===== src/design/samseq_pkg.sv =====
`timescale 1ns / 1ps
// ----------------------------------------------------------------------------
// samseq_pkg: shared types and constants
// Phase codes, event codes, request codes and register indexes.
// ----------------------------------------------------------------------------
package samseq_pkg;

    typedef enum logic [4:0] {
        PH_IDLE    = 5'b00001,
        PH_PRELOAD = 5'b00010,
        PH_START   = 5'b00100,
        PH_RUN     = 5'b01000,
        PH_STOP    = 5'b10000
    } t_phase;

    localparam logic [1:0] REQ_TICK  = 2'd0;
    localparam logic [1:0] REQ_MOVE  = 2'd1;
    localparam logic [1:0] REQ_STOP  = 2'd2;
    localparam logic [1:0] REQ_CLEAR = 2'd3;

    localparam logic [2:0] EV_NONE      = 3'd0;
    localparam logic [2:0] EV_ARRIVED   = 3'd1;
    localparam logic [2:0] EV_SETTLED   = 3'd2;
    localparam logic [2:0] EV_STOP_TO   = 3'd3;
    localparam logic [2:0] EV_FAULT     = 3'd4;
    localparam logic [2:0] EV_MOVE_TO   = 3'd5;
    localparam logic [2:0] EV_REJECTED  = 3'd6;

    localparam logic [2:0] REG_BAND     = 3'd0;
    localparam logic [2:0] REG_STILL    = 3'd1;
    localparam logic [2:0] REG_NSPEED   = 3'd2;
    localparam logic [2:0] REG_SNEED    = 3'd3;
    localparam logic [2:0] REG_STOP_TO  = 3'd4;
    localparam logic [2:0] REG_MOVE_TO  = 3'd5;
    localparam logic [2:0] REG_NEAR     = 3'd6;

    localparam logic [2:0]  PRELOAD_TICKS = 3'd4;
    localparam logic [2:0]  START_TICKS   = 3'd5;
    localparam logic [2:0]  STOP_PULSE    = 3'd5;
    localparam logic [7:0]  ARRIVE_NEED   = 8'd3;
    localparam logic [23:0] MIN_ACCEL     = 24'd458;
    localparam logic [23:0] DEF_ACCEL     = 24'd1000;
    localparam logic [15:0] ELAPSED_MAX   = 16'hFFFF;
    localparam logic [7:0]  COUNT_MAX     = 8'd255;

    function automatic logic [23:0] floor_ramp(input logic [23:0] v);
        logic [23:0] t;
        t = (v == '0) ? DEF_ACCEL : v;
        return (t < MIN_ACCEL) ? MIN_ACCEL : t;
    endfunction

    // |a - b| with full signed range, 33 bits
    function automatic logic [32:0] abs_diff(input logic signed [31:0] a,
                                             input logic signed [31:0] b);
        logic signed [32:0] d;
        d = 33'(a) - 33'(b);
        return d[32] ? 33'(-d) : 33'(d);
    endfunction

    function automatic logic [31:0] abs32(input logic signed [31:0] a);
        return a[31] ? 32'(-33'(a)) : 32'(a);
    endfunction

endpackage


===== src/design/servo_absolute_move_sequencer_top.sv =====
`timescale 1ns / 1ps
// ----------------------------------------------------------------------------
// servo_absolute_move_sequencer_top
// Absolute point-to-point move sequencer for a servo drive command image.
// ----------------------------------------------------------------------------
// Every accepted item (feedback tick, move request, stop request or alarm
// clear) yields exactly one result item: the drive command image, a busy flag
// and an event code. An item is accepted in every cycle while the output
// stage is free or being drained; the result appears in the output register
// in the cycle after acceptance. Throughput is one item per cycle while the
// receiver does not stall, set by the single pass of compares and counters
// between the sequencer state and the result register. Configuration writes land at once.
// ----------------------------------------------------------------------------
module servo_absolute_move_sequencer_top (
    input  logic               i_clk,
    input  logic               i_rst_n,
    // config
    input  logic               i_cfg_we,
    input  logic [2:0]         i_cfg_index,
    input  logic [19:0]        i_cfg_data,
    // input items
    input  logic               i_valid,
    output logic               o_stall,
    input  logic [1:0]         i_req_type,
    input  logic signed [31:0] i_actual_position,
    input  logic signed [31:0] i_actual_speed,
    input  logic [8:0]         i_status_flags,
    input  logic signed [31:0] i_target_position,
    input  logic [23:0]        i_speed_req,
    input  logic [23:0]        i_accel_req,
    input  logic [23:0]        i_decel_req,
    // result items
    output logic               o_valid,
    input  logic               i_stall,
    output logic               o_cmd_mode,
    output logic               o_go_pulse,
    output logic               o_halt_pulse,
    output logic signed [31:0] o_position_out,
    output logic [23:0]        o_speed_out,
    output logic [23:0]        o_accel_out,
    output logic [23:0]        o_decel_out,
    output logic               o_busy_res,
    output logic [2:0]         o_event_res
);

    // configuration registers
    logic [19:0] r_band, r_near;
    logic [15:0] r_still, r_nspeed, r_stop_to, r_move_to;
    logic [7:0]  r_sneed;

    always_ff @(posedge i_clk) begin
        if (!i_rst_n) begin
            r_band    <= 20'd500;
            r_still   <= 16'd5;
            r_nspeed  <= 16'd8;
            r_sneed   <= 8'd20;
            r_stop_to <= 16'd300;
            r_move_to <= 16'd6000;
            r_near    <= 20'd50;
        end else if (i_cfg_we) begin
            unique case (i_cfg_index)
                samseq_pkg::REG_BAND:    r_band    <= i_cfg_data;
                samseq_pkg::REG_STILL:   r_still   <= i_cfg_data[15:0];
                samseq_pkg::REG_NSPEED:  r_nspeed  <= i_cfg_data[15:0];
                samseq_pkg::REG_SNEED:   r_sneed   <= i_cfg_data[7:0];
                samseq_pkg::REG_STOP_TO: r_stop_to <= i_cfg_data[15:0];
                samseq_pkg::REG_MOVE_TO: r_move_to <= i_cfg_data[15:0];
                samseq_pkg::REG_NEAR:    r_near    <= i_cfg_data;
                default: ;
            endcase
        end
    end

    // sequencer state
    samseq_pkg::t_phase r_phase, n_phase;
    logic [2:0]  r_pticks, n_pticks;
    logic [15:0] r_elapsed, n_elapsed;
    logic [7:0]  r_arrive, n_arrive, r_stillc, n_stillc;
    logic [31:0] r_last, n_last, r_cmdpos, n_cmdpos;
    logic        r_svalid, n_svalid, r_moving, n_moving, r_stopask, n_stopask;
    logic [23:0] r_hspeed, n_hspeed, r_haccel, n_haccel, r_hdecel, n_hdecel;
    logic [1:0]  r_supp, n_supp;
    logic [2:0]  n_event;

    logic accept;
    assign o_stall = o_valid && i_stall;
    assign accept  = i_valid && !o_stall;

    // shared compares
    logic [32:0] d_last, d_cmd, d_tgt;
    logic [15:0] still_lim;
    logic        spd_low;
    assign d_last    = samseq_pkg::abs_diff(i_actual_position, $signed(r_last));
    assign d_cmd     = samseq_pkg::abs_diff(i_actual_position, $signed(r_cmdpos));
    assign d_tgt     = samseq_pkg::abs_diff(i_actual_position, i_target_position);
    assign still_lim = (r_still == '0) ? 16'd1 : r_still;
    assign spd_low   = i_status_flags[1] ||
                       (samseq_pkg::abs32(i_actual_speed) <= 32'(r_nspeed));

    always_comb begin
        logic [7:0]  sc;
        logic [15:0] el;
        logic [2:0]  pt;
        logic        w14, w15;
        logic [1:0]  sp;
        logic [7:0]  ac;
        n_phase = r_phase;   n_pticks = r_pticks; n_elapsed = r_elapsed;
        n_arrive = r_arrive; n_stillc = r_stillc; n_last = r_last;
        n_cmdpos = r_cmdpos; n_svalid = r_svalid; n_moving = r_moving;
        n_stopask = r_stopask; n_hspeed = r_hspeed; n_haccel = r_haccel;
        n_hdecel = r_hdecel; n_supp = r_supp; n_event = samseq_pkg::EV_NONE;
        sc = r_stillc; el = r_elapsed; pt = r_pticks;
        w14 = i_status_flags[4]; w15 = i_status_flags[5];
        sp = r_supp; ac = r_arrive;
        case (i_req_type)
            samseq_pkg::REQ_TICK: begin
                if (r_moving) begin
                    if (r_phase == samseq_pkg::PH_STOP) begin
                        if (!r_svalid) sc = '0;
                        else if (d_last <= 33'(still_lim)) begin
                            if (sc != samseq_pkg::COUNT_MAX) sc = sc + 8'd1;
                        end else sc = '0;
                        n_svalid = 1'b1;
                        n_stillc = sc;
                        n_last   = i_actual_position;
                        if (pt != '0) pt = pt - 3'd1;
                        if (el != samseq_pkg::ELAPSED_MAX) el = el + 16'd1;
                        n_pticks  = pt;
                        n_elapsed = el;
                        if ((sc >= r_sneed && spd_low) || el >= r_stop_to) begin
                            n_event = (sc >= r_sneed && spd_low) ?
                                      samseq_pkg::EV_SETTLED : samseq_pkg::EV_STOP_TO;
                            n_cmdpos = i_actual_position;
                            n_moving = 1'b0; n_stopask = 1'b0;
                            n_phase = samseq_pkg::PH_IDLE; n_pticks = '0;
                            n_elapsed = '0; n_stillc = '0; n_arrive = '0;
                            n_svalid = 1'b0;
                        end
                    end else begin
                        if (pt != '0) pt = pt - 3'd1;
                        n_pticks = pt;
                        if (r_phase == samseq_pkg::PH_PRELOAD) begin
                            if (pt == '0) begin
                                n_phase = samseq_pkg::PH_START;
                                n_pticks = samseq_pkg::START_TICKS;
                            end
                        end else if (r_phase == samseq_pkg::PH_START) begin
                            if (pt == '0) begin
                                n_phase = samseq_pkg::PH_RUN;
                                n_elapsed = '0;
                            end
                        end else if (r_phase == samseq_pkg::PH_RUN && !r_stopask) begin
                            if (!w14) sp[0] = 1'b0;
                            if (!w15) sp[1] = 1'b0;
                            n_supp = sp;
                            if (i_status_flags[2] || i_status_flags[3] ||
                                (w14 && !sp[0]) || (w15 && !sp[1])) begin
                                n_event = samseq_pkg::EV_FAULT;
                                n_phase = samseq_pkg::PH_STOP;
                                n_pticks = samseq_pkg::STOP_PULSE;
                                n_elapsed = '0; n_stillc = '0; n_svalid = 1'b0;
                            end else begin
                                if (el != samseq_pkg::ELAPSED_MAX) el = el + 16'd1;
                                n_elapsed = el;
                                if (d_cmd <= 33'(r_band) &&
                                    (i_status_flags[0] || spd_low)) begin
                                    if (ac != samseq_pkg::COUNT_MAX) ac = ac + 8'd1;
                                end else ac = '0;
                                n_arrive = ac;
                                if (ac >= samseq_pkg::ARRIVE_NEED) begin
                                    n_event = samseq_pkg::EV_ARRIVED;
                                    n_moving = 1'b0; n_stopask = 1'b0;
                                    n_phase = samseq_pkg::PH_IDLE; n_pticks = '0;
                                    n_elapsed = '0; n_stillc = '0; n_arrive = '0;
                                    n_svalid = 1'b0;
                                end else if (el >= r_move_to) begin
                                    n_event = samseq_pkg::EV_MOVE_TO;
                                    n_phase = samseq_pkg::PH_STOP;
                                    n_pticks = samseq_pkg::STOP_PULSE;
                                    n_elapsed = '0; n_stillc = '0; n_svalid = 1'b0;
                                end
                            end
                        end
                    end
                end
            end
            samseq_pkg::REQ_MOVE: begin
                if (!(i_status_flags[6] && i_status_flags[7] &&
                      !i_status_flags[8] && !i_status_flags[2])) begin
                    n_event = samseq_pkg::EV_REJECTED;
                end else begin
                    n_supp    = i_status_flags[5:4];
                    n_cmdpos  = i_target_position;
                    n_stopask = 1'b0;
                    n_hspeed  = i_speed_req;
                    n_haccel  = i_accel_req;
                    n_hdecel  = (i_decel_req == '0) ? i_accel_req : i_decel_req;
                    if (d_tgt <= 33'(r_near)) begin
                        n_moving = 1'b0;
                        n_phase  = samseq_pkg::PH_IDLE;
                    end else begin
                        n_moving  = 1'b1;
                        n_phase   = samseq_pkg::PH_PRELOAD;
                        n_pticks  = samseq_pkg::PRELOAD_TICKS;
                        n_elapsed = '0;
                        n_arrive  = '0;
                    end
                end
            end
            samseq_pkg::REQ_STOP: begin
                n_stopask = 1'b1;
                n_cmdpos  = i_actual_position;
                n_moving  = 1'b1;
                n_phase   = samseq_pkg::PH_STOP;
                n_pticks  = samseq_pkg::STOP_PULSE;
                n_elapsed = '0; n_stillc = '0; n_svalid = 1'b0;
            end
            default: begin
                n_moving = 1'b0;
                n_phase  = samseq_pkg::PH_IDLE;
                n_pticks = '0;
                n_cmdpos = i_actual_position;
            end
        endcase
    end

    always_ff @(posedge i_clk) begin
        if (!i_rst_n) begin
            r_phase <= samseq_pkg::PH_IDLE; r_pticks <= '0; r_elapsed <= '0;
            r_arrive <= '0; r_stillc <= '0; r_last <= '0; r_svalid <= 1'b0;
            r_cmdpos <= '0; r_hspeed <= '0; r_haccel <= '0; r_hdecel <= '0;
            r_supp <= '0; r_moving <= 1'b0; r_stopask <= 1'b0;
        end else if (accept) begin
            r_phase <= n_phase; r_pticks <= n_pticks; r_elapsed <= n_elapsed;
            r_arrive <= n_arrive; r_stillc <= n_stillc; r_last <= n_last;
            r_svalid <= n_svalid; r_cmdpos <= n_cmdpos; r_hspeed <= n_hspeed;
            r_haccel <= n_haccel; r_hdecel <= n_hdecel; r_supp <= n_supp;
            r_moving <= n_moving; r_stopask <= n_stopask;
        end
    end

    // result register
    always_ff @(posedge i_clk) begin
        if (!i_rst_n) begin
            o_valid <= 1'b0;
        end else if (accept) begin
            o_valid <= 1'b1;
        end else if (!i_stall) begin
            o_valid <= 1'b0;
        end
    end

    always_ff @(posedge i_clk) begin
        if (accept) begin
            o_cmd_mode     <= (n_phase != samseq_pkg::PH_IDLE);
            o_go_pulse     <= (n_phase == samseq_pkg::PH_START) && (n_pticks != '0);
            o_halt_pulse   <= (n_phase == samseq_pkg::PH_STOP) && (n_pticks != '0);
            o_position_out <= n_cmdpos;
            o_speed_out    <= (n_hspeed == '0) ? 24'd1 : n_hspeed;
            o_accel_out    <= samseq_pkg::floor_ramp(n_haccel);
            o_decel_out    <= samseq_pkg::floor_ramp(n_hdecel);
            o_busy_res     <= n_moving;
            o_event_res    <= n_event;
        end
    end

endmodule


===== config.mk =====
export PLATFORM = sky130hd
export DESIGN_NAME = servo_absolute_move_sequencer_top
export DESIGN_NICKNAME = d
export VERILOG_FILES = /design/src/design/samseq_pkg.sv /design/src/design/servo_absolute_move_sequencer_top.sv
export SDC_FILE = /design/constraint.sdc
export NUM_CORES = 1
export LEC_CHECK = 0
export BUFFER_PORTS_ARGS = -buffer_cell sky130_fd_sc_hd__buf_2
export CAP_MARGIN = 20
export CORE_MARGIN = 1.5
export CORE_UTILIZATION = 60
export DETAILED_ROUTE_END_ITERATION = 10
export HOLD_SLACK_MARGIN = 0.06
export PLACE_DENSITY_LB_ADDON = 0.3
export SLEW_MARGIN = 20
export SYNTH_ARGS = -nofsm -noshare
export SYNTH_HDL_FRONTEND = slang
export SYNTH_SLANG_ARGS = --single-unit

===== constraint.sdc =====
create_clock -name i_clk -period 21.5 [get_ports i_clk]
set_clock_uncertainty 0.15 [all_clocks]
set_input_delay 3.225 -clock i_clk [delete_from_list [all_inputs] [get_ports i_clk]]
set_output_delay 3.225 -clock i_clk [all_outputs]
set_load 0.01 [all_outputs]

# After elaboration in Yosys (flattened, before gate mapping)
# Cells that the tools add are included.
[totals]
regBits = 405
out_inout_bits = 113
word_cells = 312
[op_classes]
add_sub_neg = 11
n_lt_le_gt_ge = 10
n_eq_ne = 35
mux = 175
n_reduce_logical = 50
[op_table]
columns = ["operator", "n"]
rows = [
  ["$mux 16", 24],
  ["$mux 8", 34],
  ["$mux 24", 9],
  ["$mux 32", 5],
  ["$mux 33", 3],
  ["$neg 33->33", 3],
  ["$sub 32x32->33", 3],
  ["$logic_not 24->1", 4],
  ["$mux 3", 25],
  ["$le 33x20->1", 2],
  ["$pmux 32 s2", 1],
  ["$mux 5", 12],
  ["$lt 24x9->1 const B", 2],
  ["$pmux 16 s3", 1],
  ["$mux 1", 44],
  ["$le 33x16->1", 1],
  ["$ge 16x16->1", 2],
  ["$le 32x16->1", 1],
  ["$neg 32->32", 1],
  ["$pmux 8 s2", 2],
  ["$reduce_and 10->1", 2],
  ["$ne 3x3->1 const B", 6],
  ["$add 16x1->16 const B", 1],
  ["$add 8x1->8 const B", 2],
  ["other kinds (38)", 91],
]

# Logic depth before layout (Yosys ltp)
[depth]
ltp_word = 31
ltp_mapped = 48

# Worst setup path before layout
# Ideal clock, no wire load.
[synth_timing]
kind = "input port to flip-flop"
from = "in i_actual_position[0]"
to = "reg o_go_pulse (data pin)"
setup_time_ps = 134
arrival_ps = 11127
t_required_ps = 21216
setup_slack_ps = 10089
stages = 47
n_path_buf = 3
cell_sequence = "inv_1 > ha_1 > inv_1 > fa_1 > a21oi_1 > o211a_1 > nor2_1 > a22oi_1 > a21oi_1 > o2111ai_1 > a21oi_1 > or2_2 > clkbuf_1 > clkbuf_1 > a21oi_1 > xor2_1 > ha_1 > a21oi_1 > (+11 left out) > nand3_1 > o21bai_1 > ha_1 > nand2b_1 > a21o_1 > a21o_1 > a21o_1 > a21o_1 > a21oi_1 > o21a_1 > o21ai_0 > and2_1 > clkbuf_1 > or4_1 > a31oi_1 > o21ai_0 > nand4_1 > and4b_1"
[synth_via]
elab_chain_len = 24
[synth_rtl]
columns = ["element", "line_no", "text"]
rows = [
  ["from (decl)", "servo_absolute_move_sequencer_top.sv:25", "input logic signed [31:0] i_actual_position,"],
  ["$sub 32x32->33", "samseq_pkg.sv:56", "d = 33'(a) - 33'(b);"],
  ["$neg 33->33", "samseq_pkg.sv:57", "return d[32] ? 33'(-d) : 33'(d);"],
  ["$mux 33", "samseq_pkg.sv:57", ""],
  ["$le 33x20->1", "servo_absolute_move_sequencer_top.sv:165", "if (d_cmd <= 33'(r_band) &&"],
  ["$logic_and 1x1->1", "servo_absolute_move_sequencer_top.sv:165", ""],
  ["$mux 8", "servo_absolute_move_sequencer_top.sv:165", ""],
  ["$mux 8", "servo_absolute_move_sequencer_top.sv:156", "if (i_status_flags[2] || i_status_flags[3] ||"],
  ["$mux 8", "servo_absolute_move_sequencer_top.sv:152", "end else if (r_phase == samseq_pkg::PH_RUN && !r_stopask) begin"],
  ["(+8 left out)", "n/a", ""],
  ["$mux 5 or $mux 3 (tied branches)", "servo_absolute_move_sequencer_top.sv:152", ""],
  ["$mux 5 or $mux 3 (tied branches)", "servo_absolute_move_sequencer_top.sv:147", "end else if (r_phase == samseq_pkg::PH_START) begin"],
  ["$mux 5 or $mux 3 (tied branches)", "servo_absolute_move_sequencer_top.sv:142", "if (r_phase == samseq_pkg::PH_PRELOAD) begin"],
  ["$mux 5 or $mux 3 (tied branches)", "servo_absolute_move_sequencer_top.sv:118", "if (r_phase == samseq_pkg::PH_STOP) begin"],
  ["$mux 5 or $mux 3 (tied branches)", "servo_absolute_move_sequencer_top.sv:117", "if (r_moving) begin"],
  ["$pmux 5 s3 or $pmux 3 s3 (tied branches)", "servo_absolute_move_sequencer_top.sv:115", "case (i_req_type)"],
  ["$eq 5x3->1 or $reduce_bool 3->1 (tied branches)", "servo_absolute_move_sequencer_top.sv:256", "o_go_pulse <= (n_phase == samseq_pkg::PH_START) && (n_pticks != '0);"],
  ["$logic_and 1x1->1 *", "servo_absolute_move_sequencer_top.sv:256", ""],
  ["to (signal assigned)", "servo_absolute_move_sequencer_top.sv:256", ""],
  ["to (decl)", "servo_absolute_move_sequencer_top.sv:36", "output logic o_go_pulse,"],
]
# Every way passes the cells marked *; elsewhere a longest branch is shown, timed or not. The select of a mux whose other input is x is not followed.
# A chain may end at the register's enable or synchronous reset.

# Worst setup path in the final report
[layout_timing]
from = "in i_actual_position[0]"
to = "reg r_cmdpos[25]"
[layout_via]
elab_chain_len = 16
[layout_rtl]
columns = ["element", "line_no", "text"]
rows = [
  ["$sub 32x32->33 *", "samseq_pkg.sv:56", ""],
  ["$neg 33->33", "samseq_pkg.sv:57", ""],
  ["$mux 33 *", "samseq_pkg.sv:57", ""],
  ["$le 33x16->1 *", "servo_absolute_move_sequencer_top.sv:120", "else if (d_last <= 33'(still_lim)) begin"],
  ["$mux 8 *", "servo_absolute_move_sequencer_top.sv:120", ""],
  ["$mux 8 *", "servo_absolute_move_sequencer_top.sv:119", "if (!r_svalid) sc = '0;"],
  ["$mux 8 *", "servo_absolute_move_sequencer_top.sv:118", ""],
  ["$mux 8 *", "servo_absolute_move_sequencer_top.sv:117", ""],
  ["$mux 8 *", "servo_absolute_move_sequencer_top.sv:115", ""],
  ["$ge 8x8->1 *", "servo_absolute_move_sequencer_top.sv:130", "if ((sc >= r_sneed && spd_low) || el >= r_stop_to) begin"],
  ["$logic_and 1x1->1 *", "servo_absolute_move_sequencer_top.sv:130", ""],
  ["$logic_or 1x1->1 *", "servo_absolute_move_sequencer_top.sv:130", ""],
  ["$mux 32 *", "servo_absolute_move_sequencer_top.sv:130", ""],
  ["$mux 32 *", "servo_absolute_move_sequencer_top.sv:118", ""],
  ["$mux 32 *", "servo_absolute_move_sequencer_top.sv:117", ""],
  ["$pmux 32 s2 *", "servo_absolute_move_sequencer_top.sv:115", ""],
  ["to (signal assigned)", "servo_absolute_move_sequencer_top.sv:236", "r_svalid <= n_svalid; r_cmdpos <= n_cmdpos; r_hspeed <= n_hspeed;"],
  ["to (decl)", "servo_absolute_move_sequencer_top.sv:79", "logic [31:0] r_last, n_last, r_cmdpos, n_cmdpos;"],
]
# Marked as above.

==> metrics <==
switching power of the nets=0.761 mW; fraction of the cycle the final worst path needs=59.5%; final total negative setup slack=0 ns; wire length per cell after detailed routing=19.2 um; design internal power=1.52 mW; critical path's largest stage delay=0.79 ns; first element of the critical path=i_actual_position[0]; cell count after synthesis=3893; setup repair after global routing missed its margin=no; die footprint=52500 um^2; post-detail-place hpwl=70200 um; clock tree root buffer cell=sky130_fd_sc_hd__clkbuf_16; worst vdd rail ir drop=0.0598 mV; Max Transition Viols Final=0; Post-synth ARST share=0%; Final WS setup=8.71 ns; met1 layer usage reported by global route=46.7%; switching portion of total power=33.4%; Worst Hold Class=reg -> reg; Initial Util=61.0%; overall via count from detail_route=30000; mean area per synthesized cell=7.88 um^2; Clock Power Share=35.1%; Rows=82; flop and latch count out of synthesis=405; cell total after placement=4724; Residual DRC=0; power per cell area=66.7 nW/um^2; headroom to the max-slew limit=26.1%; peak-usage layer in the global routing report=met2; data arrival time at the worst-slack endpoint=13.14 ns; latest clock arrival within the worst-skew pair=0.61 ns; result of the run=complete, no violations; worst setup timing slack at the placement stage=8.21 ns; clock sinks=405; CTS Buffer Depth=3; Area Growth Syn to Fin=11.2%; hold path startpoint=r_sneed[5]$_SDFFE_PN0P_; dominant register cell in the synthesized netlist=sky130_fd_sc_hd__dfxtp_1; Die W=229 um; Max Freq=78.2 MHz; post-CTS setup buffers=0; combinational power share=28.2%; number of hold violations in the final report=0; total of fill cells in the finished design=4280; Critical Path Fanout Max=32; Antenna Nets Post-Route=0; die boundary height=229 um; min Tclk post-route=12.79 ns; number of input and output port buffers inserted=319; start of the worst register-to-register path=r_last[5]$_SDFFE_PN0P_; cell occurring most often along the worst timing path=sky130_fd_sc_hd__a21oi_1; post-synthesis cell area=30700 um^2; transition time at the pin with the least slew margin=1.10 ns; total I/O pin count=320; Leakage=14.8 nW; post-DR vias/cell=6.23; net count after synthesis=4324; count of hold buffers inserted by post-cts repair=0; initial antenna violation count=6; wire length of the first global-routing pass=146000 um; GRT Residual Overflow=0; number of global-route vias before repair=27100; Max stage delay cell, worst path=sky130_fd_sc_hd__a2111oi_4; clock-pin slew of the registers on the worst-case setup and hold paths=0.06 ns; share of total power in sequential cells=36.8%; GR met2 Demand/Resource=53.7%; flip-flop and latch area=9220 um^2; final cell count without fillers=4814; Global Route met3 Usage=4.46%; max capacitance violation total=0; area used by multi-input combinational logic=19600 um^2; gpl congestion=0.999; number of iterations in the first detailed-routing pass=8; clock buffers created by TritonCTS=45; Seq/Total Area, Yosys=30.0%; number of enable-type register cells in the synthesized netlist=111; cts repair resizes=0; fraction of final layout cells sized beyond drive strength 1=12.0%; Placeable Area=50300 um^2; required time of the critical path=21.85 ns; CTS tree=built; CP Launch Type=input pin; count of yosys warnings during synthesis=0; total number of H-tree levels=2; endpoint class of the critical path=flip-flop; Synth cell types=109; # setup viols final=0; maximum number of pins on one net before global-route repair=160; Total Wirelength=92700 um; path type of the worst setup path=in -> reg; net total in the final layout=4530; count of routing violations after the opening detailed-route iteration=3070; overall fraction of global-route tracks in use=34.2%
[stage by stage]
step | hold slack (ns) | total power, mW | cell area, um^2 | util, %
4_1_cts | 0.318 | 2.27 | 34100 | 67.8
2_1_floorplan | 0.292 | 1.29 | 30700 | -
5_1_grt | 0.334 | 2.38 | 34100 | 67.9
6_report | 0.316 | 2.28 | 34100 | 67.9
3_5_place_dp | 0.310 | 1.48 | 32600 | 64.8
3_3_place_gp | 0.301 | 1.47 | 32600 | 64.8
[sequential cells by signal (all words and copies together) (netlist names), 16 cells and up]
name,cells
r_still,16
o_decel_out,24
r_nspeed,16
r_elapsed,16
r_haccel,24
o_accel_out,24
r_hdecel,24
r_move_to,16
r_hspeed,24
r_near,20
r_last,32
r_stop_to,16
r_band,20
r_cmdpos,32
o_speed_out,24
o_position_out,32
[metal layers]
metal	part of all wire, %	wire length (um)
met5	0.013	12
met4	4.7	4320
met3	8.1	7480
met2	44	41100
met1	43	39800
[logic make-up after synthesis]
family,after synthesis,share of synthesized area [%]
buf+inv,512,6.39
xor+xnor,137,3.91
fa+ha+maj,224,9.21
mux,54,1.79
flops,405,30.0
compound gates,1107,25.7
simple gates,1454,23.0
[power groups by stage]
stage | sequential, mW | combinational, mW | clock (mW)
3_3_place_gp | 0.851 | 0.615 | 0
4_1_cts | 0.836 | 0.627 | 0.807
3_5_place_dp | 0.852 | 0.624 | 0
2_1_floorplan | 0.857 | 0.436 | 0
5_1_grt | 0.839 | 0.705 | 0.833
6_report | 0.837 | 0.641 | 0.798
[area by class of cell]
type                    instances  area share (%)
flip-flops and latches        405            27.0
well taps                     672            2.46
inverters                     335            3.71
clock buffers                  63            3.64
diodes                          6          0.0440
clock inverters                21           0.777
repair buffers                336            5.07
multi-input cells            2976            57.3
[synthesized netlist by cell type, types with 63 or more instances]
| cell | instances | share of area, % |
|---|---|---|
| sky130_fd_sc_hd__nand2_1 | 628 | 7.7 |
| sky130_fd_sc_hd__nand3_1 | 95 | 1.5 |
| sky130_fd_sc_hd__ha_1 | 221 | 9.0 |
| sky130_fd_sc_hd__clkbuf_1 | 152 | 1.9 |
| sky130_fd_sc_hd__nor2_1 | 222 | 2.7 |
| sky130_fd_sc_hd__a21oi_1 | 234 | 3.8 |
| sky130_fd_sc_hd__o211a_1 | 79 | 2.6 |
| sky130_fd_sc_hd__o211ai_1 | 63 | 1.5 |
| sky130_fd_sc_hd__nor3_1 | 77 | 1.3 |
| sky130_fd_sc_hd__edfxtp_1 | 111 | 11 |
| sky130_fd_sc_hd__dfxtp_1 | 294 | 19 |
| sky130_fd_sc_hd__o21ai_0 | 162 | 2.6 |
| sky130_fd_sc_hd__a21boi_0 | 147 | 3.6 |
| sky130_fd_sc_hd__nand4_1 | 70 | 1.4 |
| sky130_fd_sc_hd__inv_1 | 333 | 4.1 |
| sky130_fd_sc_hd__xnor2_1 | 97 | 2.8 |
[critical path: cells and delay by family]
family,cells,cell delay [ns]
and+or+nand+nor,10,2.22
adders and majority gates,4,1.21
buffers and inverters,4,0.61
AOI/OAI and AO/OA,27,5.83
[path summary, 6_finish.rpt]
check                                                 end  slack [ns]  cells past startpoint
worst max-delay path            r_cmdpos[25]$_SDFFE_PN0P_        8.71                     45
worst min-delay path              r_sneed[5]$_SDFFE_PN0P_        0.32                      2
worst max register to register  r_cmdpos[25]$_SDFFE_PN0P_       11.25                     42
worst min register to register    r_sneed[5]$_SDFFE_PN0P_        0.32                      2
[placed cells by master, fill, tap and decap left out, types with 63 or more instances in the layout]
master	n
sky130_fd_sc_hd__dfxtp_1	294
sky130_fd_sc_hd__inv_1	333
sky130_fd_sc_hd__o21ai_0	162
sky130_fd_sc_hd__ha_1	221
sky130_fd_sc_hd__a21oi_1	234
sky130_fd_sc_hd__buf_2	318
sky130_fd_sc_hd__nor3_1	73
sky130_fd_sc_hd__o211ai_1	63
sky130_fd_sc_hd__nor2_1	220
sky130_fd_sc_hd__nand4_1	70
sky130_fd_sc_hd__edfxtp_1	111
sky130_fd_sc_hd__xnor2_1	97
sky130_fd_sc_hd__nand2_1	627
sky130_fd_sc_hd__o211a_1	79
sky130_fd_sc_hd__a21boi_0	147
sky130_fd_sc_hd__nand3_1	95
(Power assumes the default switching activity.)
